[src/rtl/multi_voice_sample_mixer_top_assert.svh]
// Assertion macros for the sample mixer controller.
// Depends on nothing; included by modules that carry assertions.
`ifndef MULTI_VOICE_SAMPLE_MIXER_TOP_ASSERT_SVH
`define MULTI_VOICE_SAMPLE_MIXER_TOP_ASSERT_SVH
// Implication checked on every rising clock edge outside reset.
`define MVSM_ASSERT_IMP(label, clk, rst_n, ante, cons) \
	label: assert property (@(posedge clk) disable iff (!rst_n) (ante) |-> (cons)) \
		else $error("assertion failed");
// Next-cycle implication.
`define MVSM_ASSERT_NEXT(label, clk, rst_n, ante, cons) \
	label: assert property (@(posedge clk) disable iff (!rst_n) (ante) |=> (cons)) \
		else $error("assertion failed");
`endif

[src/rtl/mvsm_pkg.sv]
// Package for the sample mixer: constants, controller command struct and a gain clamp helper.
// Depends on nothing.
package mvsm_pkg;
	localparam int NUM_VOICES_DEF    = 8;
	localparam int VOICE_SAMPLES_DEF = 4096;
	localparam int SAMPLE_BITS_DEF   = 16;
	localparam logic [15:0] GAIN_ONE = 16'h8000;

	localparam logic [1:0] FUNC_BEGIN = 2'd0;
	localparam logic [1:0] FUNC_LOAD  = 2'd1;
	localparam logic [1:0] FUNC_STOP  = 2'd2;
	localparam logic [1:0] FUNC_MIX   = 2'd3;

	localparam logic [1:0] ST_OK      = 2'd0;
	localparam logic [1:0] ST_NO_IDLE = 2'd1;
	localparam logic [1:0] ST_NO_LOAD = 2'd2;
	localparam logic [1:0] ST_FULL    = 2'd3;

	localparam logic REG_STREAM_GAIN = 1'b0;
	localparam logic REG_EFFECT_GAIN = 1'b1;

	// Commands from controller to datapath.
	typedef struct packed {
		logic start;     // capture item and run its bookkeeping
		logic mix_clr;   // marks an accepted mix item (unused by the datapath)
		logic rd;        // issue memory read for the current voice
		logic mac;       // multiply-accumulate returned sample
		logic fin;       // round, saturate and latch result
	} mvsm_cmd_t;

	function automatic logic [15:0] clamp_gain(input logic [15:0] g);
		clamp_gain = (g > GAIN_ONE) ? GAIN_ONE : g;
	endfunction
endpackage

[src/rtl/mvsm_ctrl.sv]
// Controller for the sample mixer: walks voices one per cycle for a mix item.
// Depends on mvsm_pkg and multi_voice_sample_mixer_top_assert.svh.
`include "multi_voice_sample_mixer_top_assert.svh"
module mvsm_ctrl #(
	parameter int NUM_VOICES = mvsm_pkg::NUM_VOICES_DEF
) (
	input  logic                  clk,
	input  logic                  arst_n,
	input  logic                  in_valid,
	input  logic [1:0]            in_func,
	output logic                  in_stall,
	input  logic                  out_busy,
	output logic                  res_load,
	output mvsm_pkg::mvsm_cmd_t   cmd,
	output logic [$clog2(NUM_VOICES+1)-1:0] vidx
);
	localparam int VW = $clog2(NUM_VOICES+1);
	localparam logic [2:0] S_IDLE = 3'd0;
	localparam logic [2:0] S_WALK = 3'd1;
	localparam logic [2:0] S_DRAIN = 3'd2;
	localparam logic [2:0] S_FIN = 3'd3;
	localparam logic [2:0] S_DONE = 3'd4;

	logic [2:0]    state_q;
	logic [VW-1:0] vidx_q;
	logic          accept;

	assign in_stall = (state_q != S_IDLE);
	assign accept = in_valid && !in_stall;
	assign vidx = vidx_q;

	// Command decode.
	always_comb begin
		cmd = '0;
		res_load = 1'b0;
		cmd.start = accept;
		cmd.mix_clr = accept && (in_func == mvsm_pkg::FUNC_MIX);
		cmd.rd = (state_q == S_WALK);
		cmd.mac = (state_q == S_WALK && vidx_q != '0) || (state_q == S_DRAIN);
		cmd.fin = (state_q == S_FIN);
		res_load = (state_q == S_DONE) && !out_busy;
	end

	// State sequence: walk issues reads, MAC follows each read in the cycle after it.
	always_ff @(posedge clk or negedge arst_n) begin
		if (!arst_n) begin
			state_q <= S_IDLE;
			vidx_q <= '0;
		end else begin
			unique case (state_q)
				S_IDLE: begin
					vidx_q <= '0;
					if (accept) begin
						state_q <= (in_func == mvsm_pkg::FUNC_MIX) ? S_WALK : S_DONE;
					end
				end
				S_WALK: begin
					vidx_q <= vidx_q + 1'b1;
					if (vidx_q == VW'(NUM_VOICES - 1)) begin
						state_q <= S_DRAIN;
					end
				end
				S_DRAIN: state_q <= S_FIN;
				S_FIN: state_q <= S_DONE;
				S_DONE: begin
					if (!out_busy) begin
						state_q <= S_IDLE;
					end
				end
				default: state_q <= S_IDLE;
			endcase
		end
	end

	`MVSM_ASSERT_IMP(a_no_acc_busy, clk, arst_n, state_q != S_IDLE, in_stall)
	`MVSM_ASSERT_NEXT(a_fin_done, clk, arst_n, cmd.fin, state_q == S_DONE)
	`MVSM_ASSERT_IMP(a_rd_range, clk, arst_n, cmd.rd, vidx_q < VW'(NUM_VOICES))
endmodule

[config.mk]
export PLATFORM = sky130hd
export DESIGN_NAME = mvsm_ctrl
export DESIGN_NICKNAME = d
export VERILOG_FILES = /design/src/rtl/mvsm_pkg.sv /design/src/rtl/mvsm_ctrl.sv
export VERILOG_INCLUDE_DIRS = /design/src /design/src/rtl
export SDC_FILE = /design/constraint.sdc
export NUM_CORES = 1
export LEC_CHECK = 0
export ABC_AREA = 1
export ABC_CLOCK_PERIOD_IN_PS = 1400
export BUFFER_PORTS_ARGS = -buffer_cell sky130_fd_sc_hd__buf_2
export CAP_MARGIN = 20
export CORE_UTILIZATION = 35
export DETAILED_ROUTE_END_ITERATION = 6
export GPL_TIMING_DRIVEN = 1
export HOLD_SLACK_MARGIN = 0.12
export REMOVE_ABC_BUFFERS = 1
export SLEW_MARGIN = 20
export SYNTH_ARGS = -nofsm -noshare
export SYNTH_HDL_FRONTEND = slang
export SYNTH_SLANG_ARGS = --single-unit
[constraint.sdc]
create_clock -name clk -period 1.4 [get_ports clk]
set_clock_uncertainty 0.15 [all_clocks]
set_input_delay 0.28 -clock clk [delete_from_list [all_inputs] [get_ports clk]]
set_output_delay 0.28 -clock clk [all_outputs]
set_load 0.01 [all_outputs]
== Word-level counts from Yosys, hierarchy flattened ==
Cells that the tools add are included.
Word-level totals
  register bits after elaboration: 7
  bits of input ports: 6
  output and inout bits: 11
  logic and storage cells: 30
Operators by class
  add/subtract/negate cells: 1
  equality and inequality tests: 9
  multiplexer cells: 6
  reductions and logical operators: 12
Operators with widths (count)
  one-hot mux 3 bit (5 select lines): 1
  two-way mux 3 bit: 4
  one-hot mux 4 bit (2 select lines): 1
  == test 3 x 2 -> 1 bit, second input constant: 2
  adder 4 x 1 -> 4 bit, second input constant: 1
  == test 4 x 3 -> 1 bit, second input constant: 1
  logical AND 1 bit: 4
  inequality test 2 bit, second input constant: 2
  nonzero test 4 bit: 1
  == test 3 x 1 -> 1 bit, second input constant: 1
  == test 3 bit, second input constant: 1
  zero test 3 bit: 1
  AND reduction 3 bit: 1
  nonzero test 3 bit: 1
  == test 2 bit, second input constant: 1
  zero test 1 bit: 2
  inequality test 2 x 1 -> 1 bit, second input constant: 1
  nonzero test 2 bit: 1
  logical OR 1 bit: 1

== Depth between registers and ports, before layout ==
  word-level depth: 5
  gate-level depth with buffers: 6
  mapped depth without buffers: 6

== Worst setup path before layout ==
Ideal clock, no wire load.
  path kind: register to output
  from: reg vidx_q[0], in the netlist vidx[0]
  to: out cmd[1] in the netlist's numbering
  arrival time: 0.968 ns
  data required time: 0.970 ns
  setup slack: 0.002 ns
  stages on the path, launching flop included: 6
  path buffers: 0
  path through: dfrtp_1 inv_1 ha_1 nand2_1 nor2_1 o21ai_1
RTL lines
  start, declared: line mvsm_ctrl.sv:25  | logic [VW-1:0] vidx_q;
  start signal, assigned: line mvsm_ctrl.sv:58  | vidx_q <= vidx_q + 1'b1;
  end, declared: line mvsm_ctrl.sv:14  | output mvsm_pkg::mvsm_cmd_t cmd,

==> results.md <==
* Layout area overhead at 65.9%
* Most common cell after layout, fill and taps aside: buf_2
* Status: finished with violations
* Worst Path Max Fanout at 2
* Required @ worst endpoint at 0.97 ns
* # setup viols final at 7
* GRT overflow at 0
* Failing checks: negative setup slack
* Gr busiest metal: met1
* DIE AREA at 1470 sq um
* Cell leakage power at 0.417 nW
* CTS HTree Levels at 1
* Buf/Inv on CP at 2
* Clock transition at path regs at 0.05 ns
* Dpl ws at 0.0110 ns
* Initial antenna violation count at 0
* Finished Layout Cells at 113
* CP delay by family, top: flip-flops
* DP Area at 613 sq um
* Drt pass-1 iters at 4
* Ys Warns at 0
* Tmin final at 1.58 ns
* PortBufs at 16
* GR Util met1 at 25.1%
* R2r startpoint: vidx[1]
* Clock buffer depth at 2
* Share of layout cells above drive strength 1 at 53.5%
* Slew headroom at 86.4%
* Clk sinks at 7
* Final worst-path cycle share at 113%
* Setup ws final at -0.183 ns
* Drc violations at 0
* CP max-delay cell: dfrtp_1
* DRT antenna net count at 0
* CP Launch Type: flop
* Dpl cells at 102
* Initial core utilization at 39.5%
* Pwr Total at 1.37 mW
* Cells on worst reg2reg path at 5
* Mapped Avg Cell Area at 7.12 sq um
* Most frequent cells in the layout: 15 x buf_2, 12 x buf_4, 11 x nand2_1, 8 x nand3_1, 7 x inv_1
* GR met3 Demand/Resource at 3.49%
* WL final at 1100 um
* CTS Buf Count at 3
* Seq cells post-synth at 7
* GRT Resource Usage Total at 16.0%
* Final instance area at 768 sq um
* Clk_lat worst skew at 0.24 ns
* Netlist cell types at 16
* Post-DP HPWL at 784 um
* Drt wl/cell at 9.76 um
* Total of fill cells in the finished design at 94
* Layout Nets at 108
* CP peak stage delay at 0.38 ns
* Core footprint at 1170 sq um
* Worst path arrival time at 1.15 ns
* Post-Syn Area at 463 sq um
* CTS tree: built
* Reg area at 179 sq um
* Hold depth at 3
* Register area share after synthesis at 37.8%
* Worst slew pin tran at 0.202 ns
* Routing usage on met2 at 19.9%
* Synthesized instance count at 65
* Width of the die at 38.4 um
* Vias in the first global route at 388
* Worst hold endpoint: state_q[2]
* Hold Vio Cnt, Final at 0
* RSZ-0062 raised after global routing: yes
* Starting DRT DRC Count at 9
* Ports at 17
* Multi-input logic area at 289 sq um
* Number of max-cap violations at 0
* Routability cong. at 0.746
* Via Count at 498
* Max IR drop VDD at 0.973 mV
* CP cell instances: inv_2 -> ha_4 -> nand2_2 -> nor2_1 -> o21ai_1 -> buf_2
* Fmax at 632 MHz
* Root Driver: clkbuf_4
* Min-delay worst type: input port to flop
* Antenna Cells at 0
* PD cells at 1780 nW/um^2
* Std cell rows at 12
* Hold Startpoint: out_busy
* Reg2Reg Setup Slack at 0 ns
* Largest net degree at the start of global routing at 8
* WS Path Type: flop to output port
* Endpoint class of the critical path: output port
* First-pass GRT wire length at 1590 um
* Die Ht at 38.4 um
* FF-to-FF End: vidx[2]
* Pins Over Slew Limit at 0
* Via density at 4.41
[power by group]
part | internal [mW] | switching (mW) | total, mW
Combinational | 0.437 | 0.413 | 0.850
Clock | 0.108 | 0.0604 | 0.168
Sequential | 0.262 | 0.0887 | 0.351
Total | 0.806 | 0.562 | 1.37
[state kept, by name, summed over array words and instances (netlist names)]
| name | count |
|---|---|
| state_q | 3 |
| vidx | 4 |
[tightest hold or removal path, stage by stage]
cell and delay [ns]:
buf_2 0.11, nand3_1 0.11, o21ai_1 0.08
[worst max path at each step]
| stage | slack (ns) | end | cells after the start | start |
|---|---|---|---|---|
| floorplan | 0.002 | cmd[1] | 5 | vidx[0] |
| global placement | 0.01 | cmd[3] | 4 | state_q[1] |
| detailed placement | 0.01 | cmd[1] | 6 | vidx[0] |
| CTS | -0.20 | cmd[1] | 6 | vidx[0] |
| global route | -0.27 | cmd[3] | 4 | state_q[0] |
| finish | -0.18 | cmd[1] | 6 | vidx[0] |
[layout make-up]
| type | count | share of cell area (%) |
|---|---|---|
| Multi-Input combinational cell | 45 | 37.6 |
| Timing Repair Buffer | 31 | 27.2 |
| Sequential cell | 7 | 23.3 |
| Inverter | 12 | 6.19 |
| Clock buffer | 4 | 3.42 |
| Tap cell | 14 | 2.28 |
[cells in the mapped netlist]
cell type,count,area (sq um)
nor2_2,2,12.5
inv_2,2,7.51
nor2_1,5,18.8
nand2_2,2,12.5
or2_2,1,6.26
ha_1,2,25.0
nand2_1,13,48.8
o21ai_1,7,35.0
buf_4,1,7.51
nand3_1,9,45.0
nor4_1,1,6.26
inv_1,10,37.5
xor2_1,1,8.76
nor2_4,1,11.3
dfrtp_1,7,175
o21ai_0,1,5.00
[through the flow]
stage	TNS (ns)	hold WS, ns	utilization, %
2_1_floorplan	0	-0.166	-
3_3_place_gp	0	-0.0358	52.4
3_5_place_dp	0	-0.0375	52.4
4_1_cts	-0.968	0.220	61.3
5_1_grt	-1.42	0.245	65.6
6_report	-0.935	0.218	65.6
[per-layer routing]
layer	vias up	part of all wire, %
li1	272	-
met1	219	51
met2	7	47
met3	0	1.8
met4	0	0
met5	-	0
[kinds of logic after synthesis]
logic type	synth area share [%]
xor gates and xnor gates	1.89
buffers and inverters	11.4
and+or+nand+nor	34.9
adders and majority gates	5.40
DFF	37.8
AOI/OAI and AO/OA	8.65
[what timing repair did]
item,in CTS,in global routing
gates resized for setup,7,14
hold buffers,1,0
setup buffers,5,3
endpoints found under the hold margin,7,0
pin swaps,4,6
endpoints found under the setup margin,7,10
cloned,0,0
Note: power is estimated with default switching activity, not from simulation.
